--- src/hw/rtl/swz_pkg.sv ---
// Shared types and constants for the sliding window z-score block.
// No dependencies.
package swz_pkg;

  localparam int WIN_MAX = 64;
  localparam int LEN_W   = $clog2(WIN_MAX + 1);
  localparam int PTR_W   = $clog2(WIN_MAX);
  localparam int SUM_W   = 16 + PTR_W;
  localparam int SQ_W    = 32 + PTR_W;
  localparam int D_W     = 2 * SUM_W;
  localparam int NUM_W   = 2 * SUM_W + 16;

  // squared severity cutoffs, Q8.8 thresholds 4.0, 3.0, 2.0
  localparam logic [31:0] Z4_SQ = 32'd1048576;
  localparam logic [31:0] Z3_SQ = 32'd589824;
  localparam logic [31:0] Z2_SQ = 32'd262144;

  localparam logic [15:0] LOGINS_CRIT = 16'd50;
  localparam logic [15:0] LOGINS_HIGH = 16'd20;
  localparam logic [15:0] LOGINS_MED  = 16'd5;
  localparam logic [15:0] SCANS_HIGH  = 16'd100;
  localparam logic [15:0] SCANS_MED   = 16'd10;

  typedef enum logic [0:0] {
    REG_WINDOW_LENGTH = 1'b0,
    REG_Z_THRESHOLD   = 1'b1
  } swz_reg_e;

  typedef enum logic [1:0] {
    SEV_LOW  = 2'd0,
    SEV_MED  = 2'd1,
    SEV_HIGH = 2'd2,
    SEV_CRIT = 2'd3
  } swz_sev_e;

  typedef enum logic [1:0] {
    F_IDLE, F_UPD, F_MUL, F_DIFF
  } swz_fstate_t;

  typedef enum logic [2:0] {
    B_IDLE, B_SQ, B_DIV, B_ROOT, B_DONE
  } swz_bstate_t;

  // one item handed from front to back
  typedef struct packed {
    logic [SUM_W-1:0] a;
    logic [D_W-1:0]   d;
    logic [15:0]      logins;
    logic [15:0]      scans;
    logic             root;
  } swz_job_t;

  // queue handshake between the two halves
  typedef struct packed {
    logic push;
    logic pop;
  } swz_qctl_t;

  typedef struct packed {
    logic full;
    logic empty;
  } swz_qsts_t;

endpackage

--- src/hw/rtl/swz_fifo.sv ---
// Two-entry queue carrying items from front to back.
// Depends on swz_pkg.
module swz_fifo (
  input  logic               clk,
  input  logic               rst,
  input  swz_pkg::swz_qctl_t ctl,
  output swz_pkg::swz_qsts_t sts,
  input  swz_pkg::swz_job_t  wr_job,
  output swz_pkg::swz_job_t  rd_job
);
  import swz_pkg::*;

  swz_job_t   slots [2];
  logic       wr_ptr;
  logic       rd_ptr;
  logic [1:0] count;

  assign sts.full  = (count == 2'd2);
  assign sts.empty = (count == 2'd0);
  assign rd_job    = slots[rd_ptr];

  always_ff @(posedge clk) begin
    if (ctl.push) begin
      slots[wr_ptr] <= wr_job;
    end
  end

  // pointers and occupancy
  always_ff @(posedge clk) begin
    if (rst) begin
      wr_ptr <= 1'b0;
      rd_ptr <= 1'b0;
      count  <= 2'd0;
    end else begin
      if (ctl.push) wr_ptr <= ~wr_ptr;
      if (ctl.pop)  rd_ptr <= ~rd_ptr;
      count <= count + {1'b0, ctl.push} - {1'b0, ctl.pop};
    end
  end

endmodule

--- config.mk ---
export PLATFORM = sky130hd
export DESIGN_NAME = swz_fifo
export DESIGN_NICKNAME = d
export VERILOG_FILES = /design/src/hw/rtl/swz_pkg.sv /design/src/hw/rtl/swz_fifo.sv
export SDC_FILE = /design/constraint.sdc
export NUM_CORES = 1
export LEC_CHECK = 0
export ABC_AREA = 0
export CAP_MARGIN = 15
export CORE_AREA = 2 2 119 121
export DETAILED_ROUTE_END_ITERATION = 10
export DIE_AREA = 0 0 121 123
export DONT_BUFFER_PORTS = 1
export PLACE_DENSITY_LB_ADDON = 0.3
export SLEW_MARGIN = 40
export SYNTH_ARGS = -nofsm -noshare
export SYNTH_HDL_FRONTEND = slang
export SYNTH_SLANG_ARGS = --single-unit
--- constraint.sdc ---
create_clock -name clk -period 10.42 [get_ports clk]
set_input_delay 1.042 -clock clk [delete_from_list [all_inputs] [get_ports clk]]
set_output_delay 1.042 -clock clk [all_outputs]
set_load 0.01 [all_outputs]
==> metrics.txt <==
Final period util 0.301; H-tree depth 1; fmax 0.319 GHz; cell count after synthesis 329; quantity of gates resized following cts 0; # setup viols final 0; Synth Register Bits 203; vias per cell 5.56; Total Routing Usage GR 0.153; top-count cell post-synth edfxtp_1; initial antenna violation count 0; Crit path buffers/inverters 1; die area 14,900 um2; Setup crit end kind output pin; Synth cell types 13; YS warnings 0; drt total wl 12,000 um; Setup Buffers After CTS 0; peak supply drop 0.000173 V; drt drc 0; I/O pins 204; Critical Path Source Type register; DIE WIDTH 121 um; die height 123 um; CP arrival 2090 ps; Area after DPL 7590 um2; outcome completed; gr ovfl total 0; CP delay by family, top buffers and inverters; commonest cells in the synthesized netlist 198 x edfxtp_1, 89 x mux2_2, 10 x mux2_4; total iterations of the first detailed-routing run 4; DRT iter0 DRCs 142; dpl hpwl 7550 um; # port buffers 0; Rel. slew slack 0.507; CTS tree built; largest area contributor in the netlist edfxtp_1; maxcap violations 0; max incr delay on CP 640 ps; Final Non-Filler Cells 537; Seq/Total Area, Yosys 0.818; Worst-Margin Slew 739 ps; Min-Delay Path Class register to register; layout net count 449; RD Place Congestion 0.733; Util after Layout 0.603; Worst EP required 9380 ps; Max FO, Critical Path 89; TNS Setup 0 ps; skew final 7.26 ps; cell area power density 216 nW/um2; Vias 2,984; Avg Inst Size Synth 22.5 um2; Starting Density 0.543; Synth Net Count 434; Crit Path Class register to output pin; vias in the first global route 3,135; Slowest cell on crit path clkbuf_8; clock-pin slew on the worst setup and hold paths 60 ps; clk sink count 203; Area contributors post-synth edfxtp_1 80%, mux2_2 14%, mux2_4 2.0%; Mapped Area 7390 um2; Area growth, synth to finish 11.1%; Skew-Pair Late Insertion Delay 480 ps; post-route cell area 8210 um2; Hold Vio Cnt, Final 0; leak pwr 2.69 nW; CTS max path bufs 3; number of enable flip-flop cells after synthesis 198; Placed Instances 502; root buf cell clkbuf_16; Post-synth top flop edfxtp_1; total CTS buffers 20; WL/cell 22.4 um; ys async rst share 0; # rows 43; antenna viol nets, final 0; RSZ-0062 raised after global routing false; core box area 13,600 um2; diode count 0; post-synth top area share 0.805; layout cells sized above 1 0.364; critical-path cell list clkbuf_8, mux2_2; pin count of the biggest net entering global routing 90; CTS Hold Buffers Added 0; first-pass GRT wire length 17,100 um; post-route minimum period 3140 ps; max-slew violation count 0
-- power breakdown --
group	internal, mW	leakage [nW]	switching [mW]	total (mW)
Combinational	0.0551	0.495	0.0820	0.137
Clock	0.401	0.298	0.268	0.669
Sequential	0.954	1.90	0.0138	0.968
-- cells by family after synthesis --
kind of cell,count (synthesis),share of synthesized area
flops,203,0.818
mux,99,0.156
buf+inv,13,0.0110
simple gates,9,0.00593
xor+xnor,3,0.00542
fa+ha+maj,2,0.00339
-- registers in the layout, summed over array words and instances (netlist names), named ones only --
signal	flops
count	2
rd_ptr	1
slots	198
wr_ptr	1
-- cells in the final DEF (no fill, tap or decap) --
cell type | netlist | routed
xnor3_1 | 1 | 1
dfxtp_1 | 5 | 4
mux2_2 | 89 | 89
clkbuf_8 | 0 | 2
and2_4 | 0 | 1
buf_4 | 0 | 3
clkbuf_16 | 0 | 21
clkinv_2 | 0 | 1
mux2_4 | 10 | 10
dfxtp_4 | 0 | 1
bufinv_16 | 0 | 1
ha_1 | 2 | 2
nor2b_4 | 0 | 1
clkinv_1 | 0 | 3
xnor2_1 | 2 | 2
edfxtp_1 | 198 | 198
clkbuf_1 | 0 | 8
inv_1 | 2 | 2
nor2_1 | 5 | 5
nor2b_1 | 3 | 2
-- worst register-to-register path, delay by kind of cell, from the launching register on --
| family | cells | cell delay [ps] |
|---|---|---|
| buffers and inverters | 1 | 700 |
| flip-flops | 1 | 410 |
| AND/OR/NAND/NOR | 1 | 570 |
-- cell type report --
type | instances | area, um2
fill | 982 | 5410
inverter | 2 | 7.51
tap | 180 | 225
timing repair buffer | 4 | 36.3
multi-input combinational | 113 | 1270
clock inverter | 5 | 46.3
clock buffer | 30 | 569
sequential | 203 | 6050
-- metrics by stage --
step	setup WS [ps]	power (mW)	hold slack (ps)
finish	7280	1.77	533
global route	7170	1.84	576
CTS	7200	1.80	540
detailed placement	7630	1.13	527
global placement	7480	1.12	499
floorplan	4500	1.10	480
-- final timing paths --
| path | start | end | slack, ps | cells after the start |
|---|---|---|---|---|
| max reg2reg | wr_ptr | slots[1][40] | 8340 | 2 |
| min | rd_ptr | rd_ptr | 530 | 2 |
| max | register | rd_job[45] | 7280 | 2 |
| min reg2reg | rd_ptr | rd_ptr | 530 | 2 |
-- routing by layer --
layer  global-route usage  wire length (um)  vias up
met5                    0                 0        -
met4               0.0625               398        0
met3               0.0839              1540       30
met2                0.256              6010      144
met1                0.160              4080     1481
li1                     -                 -     1329
No activity file was read; power rests on OpenSTA's default activity.
