**src/hw/rtl/swz_pkg.sv**
```systemverilog
// Shared types and constants for the sliding window z-score block.
// No dependencies.
package swz_pkg;

  localparam int WIN_MAX = 64;
  localparam int LEN_W   = $clog2(WIN_MAX + 1);
  localparam int PTR_W   = $clog2(WIN_MAX);
  localparam int SUM_W   = 16 + PTR_W;
  localparam int SQ_W    = 32 + PTR_W;
  localparam int D_W     = 2 * SUM_W;
  localparam int NUM_W   = 2 * SUM_W + 16;

  // squared severity cutoffs, Q8.8 thresholds 4.0, 3.0, 2.0
  localparam logic [31:0] Z4_SQ = 32'd1048576;
  localparam logic [31:0] Z3_SQ = 32'd589824;
  localparam logic [31:0] Z2_SQ = 32'd262144;

  localparam logic [15:0] LOGINS_CRIT = 16'd50;
  localparam logic [15:0] LOGINS_HIGH = 16'd20;
  localparam logic [15:0] LOGINS_MED  = 16'd5;
  localparam logic [15:0] SCANS_HIGH  = 16'd100;
  localparam logic [15:0] SCANS_MED   = 16'd10;

  typedef enum logic [0:0] {
    REG_WINDOW_LENGTH = 1'b0,
    REG_Z_THRESHOLD   = 1'b1
  } swz_reg_e;

  typedef enum logic [1:0] {
    SEV_LOW  = 2'd0,
    SEV_MED  = 2'd1,
    SEV_HIGH = 2'd2,
    SEV_CRIT = 2'd3
  } swz_sev_e;

  typedef enum logic [1:0] {
    F_IDLE, F_UPD, F_MUL, F_DIFF
  } swz_fstate_t;

  typedef enum logic [2:0] {
    B_IDLE, B_SQ, B_DIV, B_ROOT, B_DONE
  } swz_bstate_t;

  // one item handed from front to back
  typedef struct packed {
    logic [SUM_W-1:0] a;
    logic [D_W-1:0]   d;
    logic [15:0]      logins;
    logic [15:0]      scans;
    logic             root;
  } swz_job_t;

  // queue handshake between the two halves
  typedef struct packed {
    logic push;
    logic pop;
  } swz_qctl_t;

  typedef struct packed {
    logic full;
    logic empty;
  } swz_qsts_t;

endpackage

```
**src/hw/rtl/swz_back.sv**
```systemverilog
// Back half: z-score by serial divide and integer square root, severity rules.
// Depends on swz_pkg.
module swz_back (
  input  logic              clk,
  input  logic              rst,
  input  logic [15:0]       z_threshold,
  input  swz_pkg::swz_job_t job,
  input  logic              job_empty,
  output logic              job_pop,
  output logic              out_valid,
  input  logic              out_stall,
  output logic [15:0]       z_score,
  output logic              anomaly,
  output logic [1:0]        severity,
  output logic              report
);
  import swz_pkg::*;

  swz_bstate_t state, state_next;

  swz_job_t         cur;
  logic [NUM_W-1:0] num;
  logic [NUM_W-1:0] quo;
  logic [D_W:0]     rem;
  logic [5:0]       step;
  logic [31:0]      tsq;
  logic [15:0]      root_k;
  logic [3:0]       bidx;

  logic [D_W:0]     rem_sh;
  logic             rem_ge;
  logic [15:0]      trial;
  logic [31:0]      trial_sq;
  logic             sat;
  logic             rnz;
  logic             dz;
  logic             gt_thr, gt4, gt3, gt2;
  logic [1:0]       sev;
  logic             out_free;

  assign out_free = !out_valid || !out_stall;
  assign rem_sh   = {rem[D_W-1:0], num[NUM_W-1]};
  assign rem_ge   = (rem_sh >= {1'b0, cur.d});
  assign trial    = root_k | (16'd1 << bidx);
  assign trial_sq = 32'(trial) * 32'(trial);
  assign sat      = |quo[NUM_W-1:32];
  assign rnz      = (rem != '0);
  assign dz       = (cur.d == '0);

  // exact z > t/256 from quotient and remainder of 65536*a^2 / d
  function automatic logic z_gt(input logic [NUM_W-1:0] q, input logic r_nz,
                                input logic [31:0] tq);
    logic [NUM_W-1:0] t_ext;
    t_ext = NUM_W'(tq);
    return (q > t_ext) || ((q == t_ext) && r_nz);
  endfunction

  assign gt_thr = !dz && z_gt(quo, rnz, tsq);
  assign gt4    = !dz && z_gt(quo, rnz, Z4_SQ);
  assign gt3    = !dz && z_gt(quo, rnz, Z3_SQ);
  assign gt2    = !dz && z_gt(quo, rnz, Z2_SQ);

  // severity priority
  always_comb begin
    if (cur.root)                       sev = SEV_CRIT;
    else if (gt4)                       sev = SEV_CRIT;
    else if (cur.logins > LOGINS_CRIT)  sev = SEV_CRIT;
    else if (gt3)                       sev = SEV_HIGH;
    else if (cur.logins > LOGINS_HIGH)  sev = SEV_HIGH;
    else if (cur.scans > SCANS_HIGH)    sev = SEV_HIGH;
    else if (cur.logins > LOGINS_MED)   sev = SEV_MED;
    else if (cur.scans > SCANS_MED)     sev = SEV_MED;
    else if (gt2)                       sev = SEV_MED;
    else                                sev = SEV_LOW;
  end

  always_ff @(posedge clk) begin
    if (rst) begin
      state <= B_IDLE;
    end else begin
      state <= state_next;
    end
  end

  always_comb begin
    state_next = state;
    job_pop    = 1'b0;
    case (state)
      B_IDLE: begin
        if (!job_empty) begin
          job_pop    = 1'b1;
          state_next = B_SQ;
        end
      end
      B_SQ:   state_next = dz ? B_DONE : B_DIV;
      B_DIV:  if (step == 6'(NUM_W - 1)) state_next = B_ROOT;
      B_ROOT: if (bidx == 4'd0) state_next = B_DONE;
      B_DONE: if (out_free) state_next = B_IDLE;
      default: state_next = B_IDLE;
    endcase
  end

  // datapath
  always_ff @(posedge clk) begin
    case (state)
      B_IDLE: begin
        cur <= job;
      end
      B_SQ: begin
        num    <= {(2*SUM_W)'(cur.a) * (2*SUM_W)'(cur.a), 16'd0};
        quo    <= '0;
        rem    <= '0;
        step   <= '0;
        tsq    <= 32'(z_threshold) * 32'(z_threshold);
        root_k <= '0;
        bidx   <= 4'd15;
      end
      B_DIV: begin
        num  <= {num[NUM_W-2:0], 1'b0};
        quo  <= {quo[NUM_W-2:0], rem_ge};
        rem  <= rem_ge ? rem_sh - {1'b0, cur.d} : rem_sh;
        step <= step + 6'd1;
      end
      B_ROOT: begin
        if (trial_sq <= quo[31:0]) root_k <= trial;
        bidx <= bidx - 4'd1;
      end
      default: begin
      end
    endcase
  end

  // output register
  always_ff @(posedge clk) begin
    if (rst) begin
      out_valid <= 1'b0;
    end else if (state == B_DONE && out_free) begin
      out_valid <= 1'b1;
    end else if (!out_stall) begin
      out_valid <= 1'b0;
    end
  end

  always_ff @(posedge clk) begin
    if (state == B_DONE && out_free) begin
      z_score  <= dz ? 16'd0 : (sat ? 16'hFFFF : root_k);
      anomaly  <= gt_thr;
      severity <= sev;
      report   <= (sev != SEV_LOW) || gt_thr;
    end
  end

endmodule

```
**config.mk**
```make
export PLATFORM = sky130hd
export DESIGN_NAME = swz_back
export DESIGN_NICKNAME = d
export VERILOG_FILES = /design/src/hw/rtl/swz_pkg.sv /design/src/hw/rtl/swz_back.sv
export SDC_FILE = /design/constraint.sdc
export NUM_CORES = 2
export LEC_CHECK = 0
export BUFFER_PORTS_ARGS = -buffer_cell sky130_fd_sc_hd__buf_2
export CELL_PAD_IN_SITES_DETAIL_PLACEMENT = 1
export CELL_PAD_IN_SITES_GLOBAL_PLACEMENT = 1
export CORE_AREA = 2 2 349 265
export CTS_BUF_LIST = sky130_fd_sc_hd__clkbuf_16
export DETAILED_ROUTE_END_ITERATION = 8
export DIE_AREA = 0 0 351 267
export PLACE_DENSITY_LB_ADDON = 0.12
export SKIP_CTS_REPAIR_TIMING = 1
export SYNTH_ARGS = -nofsm -noshare
export SYNTH_HDL_FRONTEND = slang
export SYNTH_SLANG_ARGS = --single-unit
```
**constraint.sdc**
```tcl
create_clock -name clk -period 15.96 [get_ports clk]
set_input_delay 0.798 -clock clk [delete_from_list [all_inputs] [get_ports clk]]
set_output_delay 0.798 -clock clk [all_outputs]
set_load 0.005 [all_outputs]
```
==> results by group <==
Global route
  • Gr usage total: 27.13%
  • Initial antenna violation count: 0
  • GR Overflow Total: 0
  • Number of global-route vias before repair: 35929
  • First-pass GRT wire length: 199200 um
  • Largest net degree at the start of global routing: 91

Detailed routing
  • 1st-iter DRT viols: 2044
  • Drt first pass iters: 5
  • Via count: 32638
  • DR WL/cell: 20.78 um
  • Vias/cell: 5.502
  • ANT nets after route: 0
  • Routed WL: 123300 um
  • Number of remaining DRC errors: 0

Timing
  • RSZ-0062 raised after global routing: false
  • Endpoints failing hold: 0
  • Fin crit share: 64.19%
  • Fmax: 0.09761 GHz
  • Setup-failing EPs final: 0
  • Fin. max-slew vios: 0
  • Max transition margin: 23.07%
  • Period minus WS final: 10.24 ns
  • Setup Skew: 0.03873 ns
  • Tightest Pin Transition: 1.154 ns
  • Final TNS setup: 0 ns

Critical path
  • CP Class: reg2reg
  • Setup crit end kind: flip-flop
  • Crit start category: flip-flop
  • WP buf/inv: 8
  • CP delay by family, top: adder cells
  • Crit-path max cell delay: 0.75 ns
  • Slowest-stage cell, CP: a21oi_1
  • CP max FO: 16
  • Crit path arrival time: 10.52 ns
  • CP required: 16.23 ns

CTS
  • Clk sink count: 329
  • Clock Pin Slew Worst Setup and Hold Paths: 0.07 ns
  • Worst-Skew Late Latency: 0.61 ns
  • Clock buffer depth: 3
  • CTS buffer count: 40
  • Htree depth: 2
  • CTS root buffer: clkbuf_16
  • TritonCTS clock tree: yes

Synth
  • Mapped Area: 0.04474 mm^2
  • Syn_area_per_cell: 9.735 um^2
  • Area leader, netlist: fa_1
  • Register area share after synthesis: 21.99%
  • Synth area leaders: fa_1 (30%), edfxtp_1 (22%), ha_1 (13%)
  • Synth top area share: 30.11%
  • Register bit total from synthesis: 329
  • Syn nets: 5856
  • Ys Warns: 0
  • Synth unique cells: 85
  • Mapped Cells: 4596
  • Ys flop type: edfxtp_1
  • Post-synth EDFFs: 325
  • Asr flop ratio synth: 0%

Die
  • I/O pins: 141
  • Starting Density: 49.47%
  • Site row count: 96
  • Die H: 267 um
  • DIE WIDTH: 351 um
  • Die area: 0.09372 mm^2
  • Core ar.: 0.09045 mm^2

Cells and area
  • Filler cells: 10251
  • Area of the multi-input gates: 0.03079 mm^2
  • Share of layout cells above drive strength 1: 6.209%
  • Total Nets Final: 5932
  • Most common cell after layout, fill and taps aside: inv_1
  • Most frequent cells in the layout: inv_1 (945), fa_1 (673), ha_1 (468)
  • Syn-to-layout area delta: 7.704%
  • FF+latch area: 0.009839 mm^2

Run status
  • Status: completed

Place
  • Hpwl dp: 99730 um
  • Port bufs: 140
  • Routability congestion estimate: 0.8950

Flow run
  • Max cap viols: 0

Worst hold path
  • Hold WC Path Type: in2reg
## area by class of cell
type                       instances  area share, %
antenna                            4        0.02077
clock buffer                      40          2.077
clock inverter                    33         0.9113
inverter                         948          7.384
multi-input combinational       3170          63.88
sequential                       329          20.42
tap                             1225          3.181
timing repair buffer             183          2.124
## routing by layer
layer  vias to the layer above  share of wire, %  GRT usage, %
li1                      15018                 -             -
met1                     16780                48         40.35
met2                       691                44         41.75
met3                       149               5.7         4.711
met4                         0               1.8         5.185
met5                         -                 0             0
## stage by stage
| step | util (%) | hold slack, ns | instances | setup WS [ns] | area (um^2) |
|---|---|---|---|---|---|
| 2_1_floorplan | - | 0.4836 | 4596 | 3.508 | 44740 |
| 3_3_place_gp | 51.68 | 0.4932 | 5855 | 6.027 | 46740 |
| 3_5_place_dp | 51.68 | 0.4977 | 5855 | 5.781 | 46740 |
| 4_1_cts | 53.27 | 0.3185 | 5928 | 5.729 | 48180 |
| 5_1_grt | 53.27 | 0.3262 | 5928 | 4.971 | 48180 |
| 6_report | 53.28 | 0.3537 | 5932 | 5.715 | 48190 |
## path summary, 6_finish.rpt
check                from        end  slack (ns)  depth (start not counted)
setup / recovery  bidx[0]  root_k[0]        5.72                         32
hold / removal    job[11]    cur[11]        0.35                          1
setup reg to reg  bidx[0]  root_k[0]        5.72                         32
hold reg to reg   num[19]    num[20]        0.52                          2
## cells in the mapped netlist (all sizes together), types with 14 or more instances
| library cell | count |
|---|---|
| a211oi | 23 |
| o21ai | 98 |
| and3 | 47 |
| edfxtp | 325 |
| xor2 | 42 |
| a31oi | 28 |
| nand2b | 25 |
| ha | 468 |
| or2 | 14 |
| nand3 | 42 |
| o31ai | 19 |
| a21oi | 211 |
| o211ai | 17 |
| buf | 20 |
| or3 | 16 |
| o21a | 39 |
| fa | 673 |
| nor2b | 28 |
| nor4 | 50 |
| nand4 | 54 |
| inv | 944 |
| nor2 | 287 |
| clkbuf | 129 |
| nand2 | 434 |
| xnor2 | 92 |
| o21bai | 22 |
| a21o | 94 |
| and2 | 181 |
| nor3 | 42 |
## registers in the layout, summed over array words and instances, names as in the netlist
signal / cells
anomaly: 1
bidx: 4
cur: 99
num: 44
out_valid: 1
quo: 60
rem: 45
report: 1
root_k: 16
severity: 2
state: 3
step: 6
tsq: 31
z_score: 16
## kinds of logic (layout without fill, tap and decap cells)
group | Yosys count | in the layout | share of synthesized area [%]
AO/OA/AOI/OAI | 640 | 640 | 9.365
XOR/XNOR | 134 | 134 | 2.623
adder cells (fa/ha/maj) | 1142 | 1142 | 43.22
buffers and inverters | 1097 | 1204 | 9.306
flip-flops | 329 | 329 | 21.99
multiplexers | 9 | 9 | 0.2125
other | 0 | 4 | 0
AND/OR/NAND/NOR | 1245 | 1245 | 13.28
## worst register-to-register path, delay by kind of cell (launching register included)
kind | cells | cell delay (ns)
and+or+nand+nor | 6 | 1.64
AOI/OAI and AO/OA | 9 | 2.65
DFF | 1 | 0.44
adders and majority gates | 9 | 3.89
buffers and inverters | 8 | 1.28
Power is left out: the tool's default activity adds up to more than one toggle a clock period on the data nets, which glitch-free logic cannot reach.
