[config.mk]
export PLATFORM = sky130hd
export DESIGN_NAME = swz_front
export DESIGN_NICKNAME = d
export VERILOG_FILES = /design/src/hw/rtl/swz_pkg.sv /design/src/hw/rtl/swz_front.sv
export SDC_FILE = /design/constraint.sdc
export NUM_CORES = 2
export LEC_CHECK = 0
export BUFFER_PORTS_ARGS = -buffer_cell sky130_fd_sc_hd__buf_2
export CAP_MARGIN = 25
export CORE_MARGIN = 3
export CORE_UTILIZATION = 59
export DETAILED_ROUTE_END_ITERATION = 16
export PLACE_DENSITY = 0.78
export SLEW_MARGIN = 20
export SYNTH_ARGS = -nofsm -noshare
export SYNTH_HDL_FRONTEND = slang
export SYNTH_SLANG_ARGS = --single-unit
[constraint.sdc]
create_clock -name clk -period 7.6 [get_ports clk]
set_input_delay 1.52 -clock clk [delete_from_list [all_inputs] [get_ports clk]]
set_output_delay 1.52 -clock clk [all_outputs]
set_load 0.05 [all_outputs]
[src/hw/rtl/swz_pkg.sv]
// Shared types and constants for the sliding window z-score block.
// No dependencies.
package swz_pkg;

  localparam int WIN_MAX = 64;
  localparam int LEN_W   = $clog2(WIN_MAX + 1);
  localparam int PTR_W   = $clog2(WIN_MAX);
  localparam int SUM_W   = 16 + PTR_W;
  localparam int SQ_W    = 32 + PTR_W;
  localparam int D_W     = 2 * SUM_W;
  localparam int NUM_W   = 2 * SUM_W + 16;

  // squared severity cutoffs, Q8.8 thresholds 4.0, 3.0, 2.0
  localparam logic [31:0] Z4_SQ = 32'd1048576;
  localparam logic [31:0] Z3_SQ = 32'd589824;
  localparam logic [31:0] Z2_SQ = 32'd262144;

  localparam logic [15:0] LOGINS_CRIT = 16'd50;
  localparam logic [15:0] LOGINS_HIGH = 16'd20;
  localparam logic [15:0] LOGINS_MED  = 16'd5;
  localparam logic [15:0] SCANS_HIGH  = 16'd100;
  localparam logic [15:0] SCANS_MED   = 16'd10;

  typedef enum logic [0:0] {
    REG_WINDOW_LENGTH = 1'b0,
    REG_Z_THRESHOLD   = 1'b1
  } swz_reg_e;

  typedef enum logic [1:0] {
    SEV_LOW  = 2'd0,
    SEV_MED  = 2'd1,
    SEV_HIGH = 2'd2,
    SEV_CRIT = 2'd3
  } swz_sev_e;

  typedef enum logic [1:0] {
    F_IDLE, F_UPD, F_MUL, F_DIFF
  } swz_fstate_t;

  typedef enum logic [2:0] {
    B_IDLE, B_SQ, B_DIV, B_ROOT, B_DONE
  } swz_bstate_t;

  // one item handed from front to back
  typedef struct packed {
    logic [SUM_W-1:0] a;
    logic [D_W-1:0]   d;
    logic [15:0]      logins;
    logic [15:0]      scans;
    logic             root;
  } swz_job_t;

  // queue handshake between the two halves
  typedef struct packed {
    logic push;
    logic pop;
  } swz_qctl_t;

  typedef struct packed {
    logic full;
    logic empty;
  } swz_qsts_t;

endpackage

[src/hw/rtl/swz_front.sv]
// Front half: window ring, running sums, deviation numerator and radicand.
// Depends on swz_pkg.
module swz_front (
  input  logic                      clk,
  input  logic                      rst,
  input  logic [swz_pkg::LEN_W-1:0] window_length,
  input  logic                      cfg_clear,
  input  logic                      in_valid,
  output logic                      in_stall,
  input  logic [15:0]               traffic_sample,
  input  logic [15:0]               login_fails,
  input  logic [15:0]               scan_count,
  input  logic                      root_flag,
  output swz_pkg::swz_job_t         job,
  output logic                      job_push,
  input  logic                      job_full
);
  import swz_pkg::*;

  swz_fstate_t state, state_next;

  logic [15:0]      ring [WIN_MAX];
  logic [15:0]      rd_data;
  logic [LEN_W-1:0] fill;
  logic [PTR_W-1:0] ptr;
  logic [PTR_W-1:0] ptr_cur;
  logic             evict;
  logic [SUM_W-1:0] sum;
  logic [SQ_W-1:0]  sq;
  logic [15:0]      x;
  logic [31:0]      xsq;
  logic [15:0]      logins;
  logic [15:0]      scans;
  logic             root;
  logic [SUM_W:0]   nx;
  logic [SQ_W+LEN_W-1:0] nq;
  logic [D_W-1:0]   ss;
  logic             n_ge2;

  logic [LEN_W-1:0] len;
  logic [PTR_W-1:0] ptr_use;
  logic [LEN_W-1:0] ptr_inc;
  logic [15:0]      old;
  logic [31:0]      old_sq;
  logic             accept;

  // effective window length, clamped to 1..WIN_MAX
  always_comb begin
    if (window_length == '0) begin
      len = LEN_W'(1);
    end else if (window_length > LEN_W'(WIN_MAX)) begin
      len = LEN_W'(WIN_MAX);
    end else begin
      len = window_length;
    end
  end

  assign ptr_use  = ({1'b0, ptr} >= len) ? '0 : ptr;
  assign ptr_inc  = {1'b0, ptr_cur} + LEN_W'(1);
  assign old      = evict ? rd_data : 16'd0;
  assign old_sq   = 32'(old) * 32'(old);
  assign in_stall = (state != F_IDLE);
  assign accept   = in_valid && !in_stall;

  // ring storage, registered read
  always_ff @(posedge clk) begin
    if (accept) begin
      rd_data <= ring[ptr_use];
    end
    if (state == F_UPD) begin
      ring[ptr_cur] <= x;
    end
  end

  always_ff @(posedge clk) begin
    if (rst) begin
      state <= F_IDLE;
    end else begin
      state <= state_next;
    end
  end

  always_comb begin
    state_next = state;
    job_push   = 1'b0;
    case (state)
      F_IDLE: begin
        if (accept) state_next = F_UPD;
      end
      F_UPD:  state_next = F_MUL;
      F_MUL:  state_next = F_DIFF;
      F_DIFF: begin
        if (!job_full) begin
          job_push   = 1'b1;
          state_next = F_IDLE;
        end
      end
      default: state_next = F_IDLE;
    endcase
  end

  // window control state
  always_ff @(posedge clk) begin
    if (rst || cfg_clear) begin
      fill <= '0;
      ptr  <= '0;
      sum  <= '0;
      sq   <= '0;
    end else if (state == F_UPD) begin
      fill <= evict ? len : fill + LEN_W'(1);
      ptr  <= (ptr_inc >= len) ? '0 : ptr_inc[PTR_W-1:0];
      sum  <= sum - SUM_W'(old) + SUM_W'(x);
      sq   <= sq - SQ_W'(old_sq) + SQ_W'(xsq);
    end
  end

  // item capture and products
  always_ff @(posedge clk) begin
    if (accept) begin
      x       <= traffic_sample;
      xsq     <= 32'(traffic_sample) * 32'(traffic_sample);
      logins  <= login_fails;
      scans   <= scan_count;
      root    <= root_flag;
      ptr_cur <= ptr_use;
      evict   <= (fill >= len);
    end
    if (state == F_MUL) begin
      nx    <= (SUM_W+1)'(fill) * (SUM_W+1)'(x);
      nq    <= (SQ_W+LEN_W)'(fill) * (SQ_W+LEN_W)'(sq);
      ss    <= D_W'(sum) * D_W'(sum);
      n_ge2 <= (fill >= LEN_W'(2));
    end
  end

  // |n*x - S| and n*Q - S^2, both zero with fewer than two samples
  always_comb begin
    job.logins = logins;
    job.scans  = scans;
    job.root   = root;
    if (!n_ge2) begin
      job.a = '0;
      job.d = '0;
    end else begin
      if (nx >= {1'b0, sum}) begin
        job.a = SUM_W'(nx - {1'b0, sum});
      end else begin
        job.a = SUM_W'({1'b0, sum} - nx);
      end
      job.d = D_W'(nq - (SQ_W+LEN_W)'(ss));
    end
  end

endmodule

==> flow_summary.json <==
{
  "drt_iter0_markers": 7296,
  "via_per_inst": 6.09,
  "floorplan.die.width_um": 413,
  "layout_worst_path_cycle_share": 0.961,
  "postSynthNetCount": 10400,
  "dpl.hpwl_um": 181000,
  "cp-start-kind": "flop",
  "commonest_cells_after_routing_fill_and_taps_aside": "1372 x sky130_fd_sc_hd__inv_1, 1237 x sky130_fd_sc_hd__edfxtp_1, 999 x sky130_fd_sc_hd__fa_1",
  "global_route.usage.total": 0.307,
  "crit_fanout": 6,
  "num_rows": 148,
  "yosysUniqueCellTypes": 95,
  "layout.filler_cells": 12000,
  "synth.top_cell.area_share": 0.380,
  "synth_ff_type": "sky130_fd_sc_hd__edfxtp_1",
  "cts.path.max_buffers": 3,
  "postSynth.asyncResetShare": 0,
  "crit_type": "reg -> reg",
  "reg_to_reg_setup_timing_slack_ns": 0.29,
  "skew_ns": 0.0468,
  "critical-path-slowest-cell": "sky130_fd_sc_hd__fa_1",
  "worstPathCellList": "nand2_1 > inv_1 > buf_4 > nand2_1 > inv_1 > fa_1 > inv_1 > fa_1 > inv_1 > fa_1 > fa_1 > fa_1 > fa_1 > inv_1 > ha_1 > o211ai_1 > nor2_1 > o2111ai_1 > nand3_1 > and4_1 > o2111ai_1 > and3_1 > or4_1 > a21oi_1",
  "numCtsBuffers": 136,
  "core_box_area_mm2": 0.164,
  "synth_largest_area_cell": "sky130_fd_sc_hd__edfxtp_1",
  "timing_worst_slew_pin_value_ns": 1.11,
  "io_pins": 162,
  "synth_seq_cells": 1312,
  "finalCoreUtilization": 0.653,
  "fmax_mhz": 137,
  "seq_area_frac_synth": 0.396,
  "first_global_vias": 70700,
  "initial_standard_cell_utilization_of_the_core": 0.597,
  "finalNonFillerCells": 11100,
  "cp.arrival_ns": 8.02,
  "clkLatencyLatePin_ns": 0.80,
  "synthTopCellsByArea": "sky130_fd_sc_hd__edfxtp_1 38%, sky130_fd_sc_hd__fa_1 20%, sky130_fd_sc_hd__ha_1 8.5%, sky130_fd_sc_hd__inv_1 5.3%, sky130_fd_sc_hd__nand2_1 2.9%",
  "io_buffers": 161,
  "outcome": "completed",
  "detail-route-antenna-nets": 0,
  "dp_cells": 10900,
  "firstDrtPassIters": 6,
  "max_cap_violations": 0,
  "clockRootBuffer": "sky130_fd_sc_hd__clkbuf_16",
  "grt_pass1_wl_um": 402000,
  "final_weighted_congestion_in_routability_driven_placement": 0.947,
  "nNetsFinal": 10600,
  "number_of_flops_mapped_to_enable_cells_by_yosys": 1237,
  "delay_of_the_slowest_cell_on_the_worst_path_ns": 0.58,
  "die_height_um": 413,
  "via_count": 67800,
  "grt_start_max_net_pins": 129,
  "worst-endpoint-required_ns": 8.31,
  "synthesis.instances": 8647,
  "final-hold-violation-count": 0,
  "drc_errors": 0,
  "dieArea_mm2": 0.170,
  "finalMaxSlewViolations": 0,
  "yosysWarningCount": 0,
  "finalSetupViolations": 0,
  "worst_hold_path_type": "reg -> reg",
  "critical_path.most_common_cell": "sky130_fd_sc_hd__fa_1",
  "cts_sinks": 1312,
  "final_layout_size_suffix_gt1_frac": 0.101,
  "area.growth.synth_to_final_pct": 9.33,
  "routedWlPerCell_um": 23.2,
  "crit_path_end_kind": "flop",
  "wl_um": 259000,
  "syn_area_per_cell_um2": 11.3,
  "grt_antenna_before_repair": 6,
  "path_clk_slew_ns": 0.06,
  "layout_commonest_cell": "sky130_fd_sc_hd__inv_1",
  "slew_headroom": 0.256,
  "clock_tree_from_tritoncts": "yes",
  "min_period_ns": 7.31,
  "summed_instance_area_of_the_synthesized_netlist_mm2": 0.0976,
  "overflow": 0,
  "h_tree_depth_reported_by_cts": 4,
  "rsz0062_at_grt": "true"
}
-- timing repair --
action / in CTS / in global routing
hold buffers: 0 / 0
endpoints found under the setup margin: 0 / 27
resized for setup: 0 / 30
buffers inserted: 0 / 6
-- synth_stat cells (56+ instances only) --
cell type,count
sky130_fd_sc_hd__fa_1,999
sky130_fd_sc_hd__and2_1,160
sky130_fd_sc_hd__xor2_1,83
sky130_fd_sc_hd__o21ai_0,296
sky130_fd_sc_hd__o22ai_1,58
sky130_fd_sc_hd__o221ai_1,69
sky130_fd_sc_hd__mux2_2,71
sky130_fd_sc_hd__a21oi_1,380
sky130_fd_sc_hd__mux2i_1,198
sky130_fd_sc_hd__nor2_1,545
sky130_fd_sc_hd__nand2_1,758
sky130_fd_sc_hd__dfxtp_1,75
sky130_fd_sc_hd__ha_1,662
sky130_fd_sc_hd__nand3_1,112
sky130_fd_sc_hd__o211ai_1,86
sky130_fd_sc_hd__clkbuf_1,323
sky130_fd_sc_hd__inv_1,1375
sky130_fd_sc_hd__xnor2_1,163
sky130_fd_sc_hd__nor3_1,73
sky130_fd_sc_hd__a21o_1,135
sky130_fd_sc_hd__and3_1,84
sky130_fd_sc_hd__o21a_1,56
sky130_fd_sc_hd__mux4_2,64
sky130_fd_sc_hd__edfxtp_1,1237
-- critical path, delay by kind of cell (launching register included) --
family / cells / cell delay [ns]
buffers and inverters: 6 / 0.73
AND/OR/NAND/NOR: 7 / 1.78
AO/OA/AOI/OAI: 4 / 0.78
flip-flops: 1 / 0.50
adder cells (fa/ha/maj): 7 / 3.41
-- registers in the layout, summed over array words and instances, names as in the netlist, 22 cells and up --
name,count
ring,1024
sum,22
ss,43
sq,38
xsq,30
nx,23
nq,44
-- kinds of logic (layout without fill, tap and decap cells) --
kind of cell / after synthesis / in the layout / share of synthesized area
buf+inv: 1770 / 2071 / 0.0685
fa+ha+maj: 1662 / 1662 / 0.290
simple gates: 1935 / 1935 / 0.0893
compound gates: 1387 / 1387 / 0.0911
xor+xnor: 246 / 246 / 0.0221
flops: 1312 / 1312 / 0.396
other cells: 0 / 4 / 0
mux: 335 / 335 / 0.0435
-- layer usage --
| layer | vias to the layer above | GRT usage | routed length (µm) |
|---|---|---|---|
| met5 | - | 0 | 0 |
| met4 | 0 | 0.114 | 9940 |
| met3 | 641 | 0.0604 | 26500 |
| met2 | 3714 | 0.492 | 121000 |
| met1 | 33800 | 0.418 | 101000 |
| li1 | 29600 | - | - |
-- cell type report --
class | count | area (µm²) | area share
antenna | 4 | 10.0 | 0.0000938
multi-input combinational | 5565 | 52600 | 0.493
clock inverter | 72 | 766 | 0.00717
tap | 2175 | 2720 | 0.0255
inverter | 1384 | 5200 | 0.0487
timing repair buffer | 439 | 3110 | 0.0292
sequential | 1312 | 38700 | 0.362
clock buffer | 176 | 3660 | 0.0343
-- worst paths after layout --
kind,start,cells after the start,end
worst max-delay path,evict,24,sq[37]
worst min-delay path,sum[10],2,sum[10]
worst max register to register,evict,24,sq[37]
worst min register to register,sum[10],2,sum[10]
-- metrics by stage --
step / TNS [ns] / setup WS [ns] / hold WS (ns) / area (µm²)
3_3_place_gp: 0 / 0.125 / 0.503 / 102000
2_1_floorplan: 0 / 0.305 / 0.485 / 97600
6_report: 0 / 0.294 / 0.538 / 107000
5_1_grt: -0.161 / -0.0911 / 0.576 / 107000
3_5_place_dp: 0 / 0.0588 / 0.525 / 102000
4_1_cts: 0 / 0.00301 / 0.537 / 106000
Power is left out: the tool's default activity adds up to more than one toggle a clock period on the data nets, which glitch-free logic cannot reach.
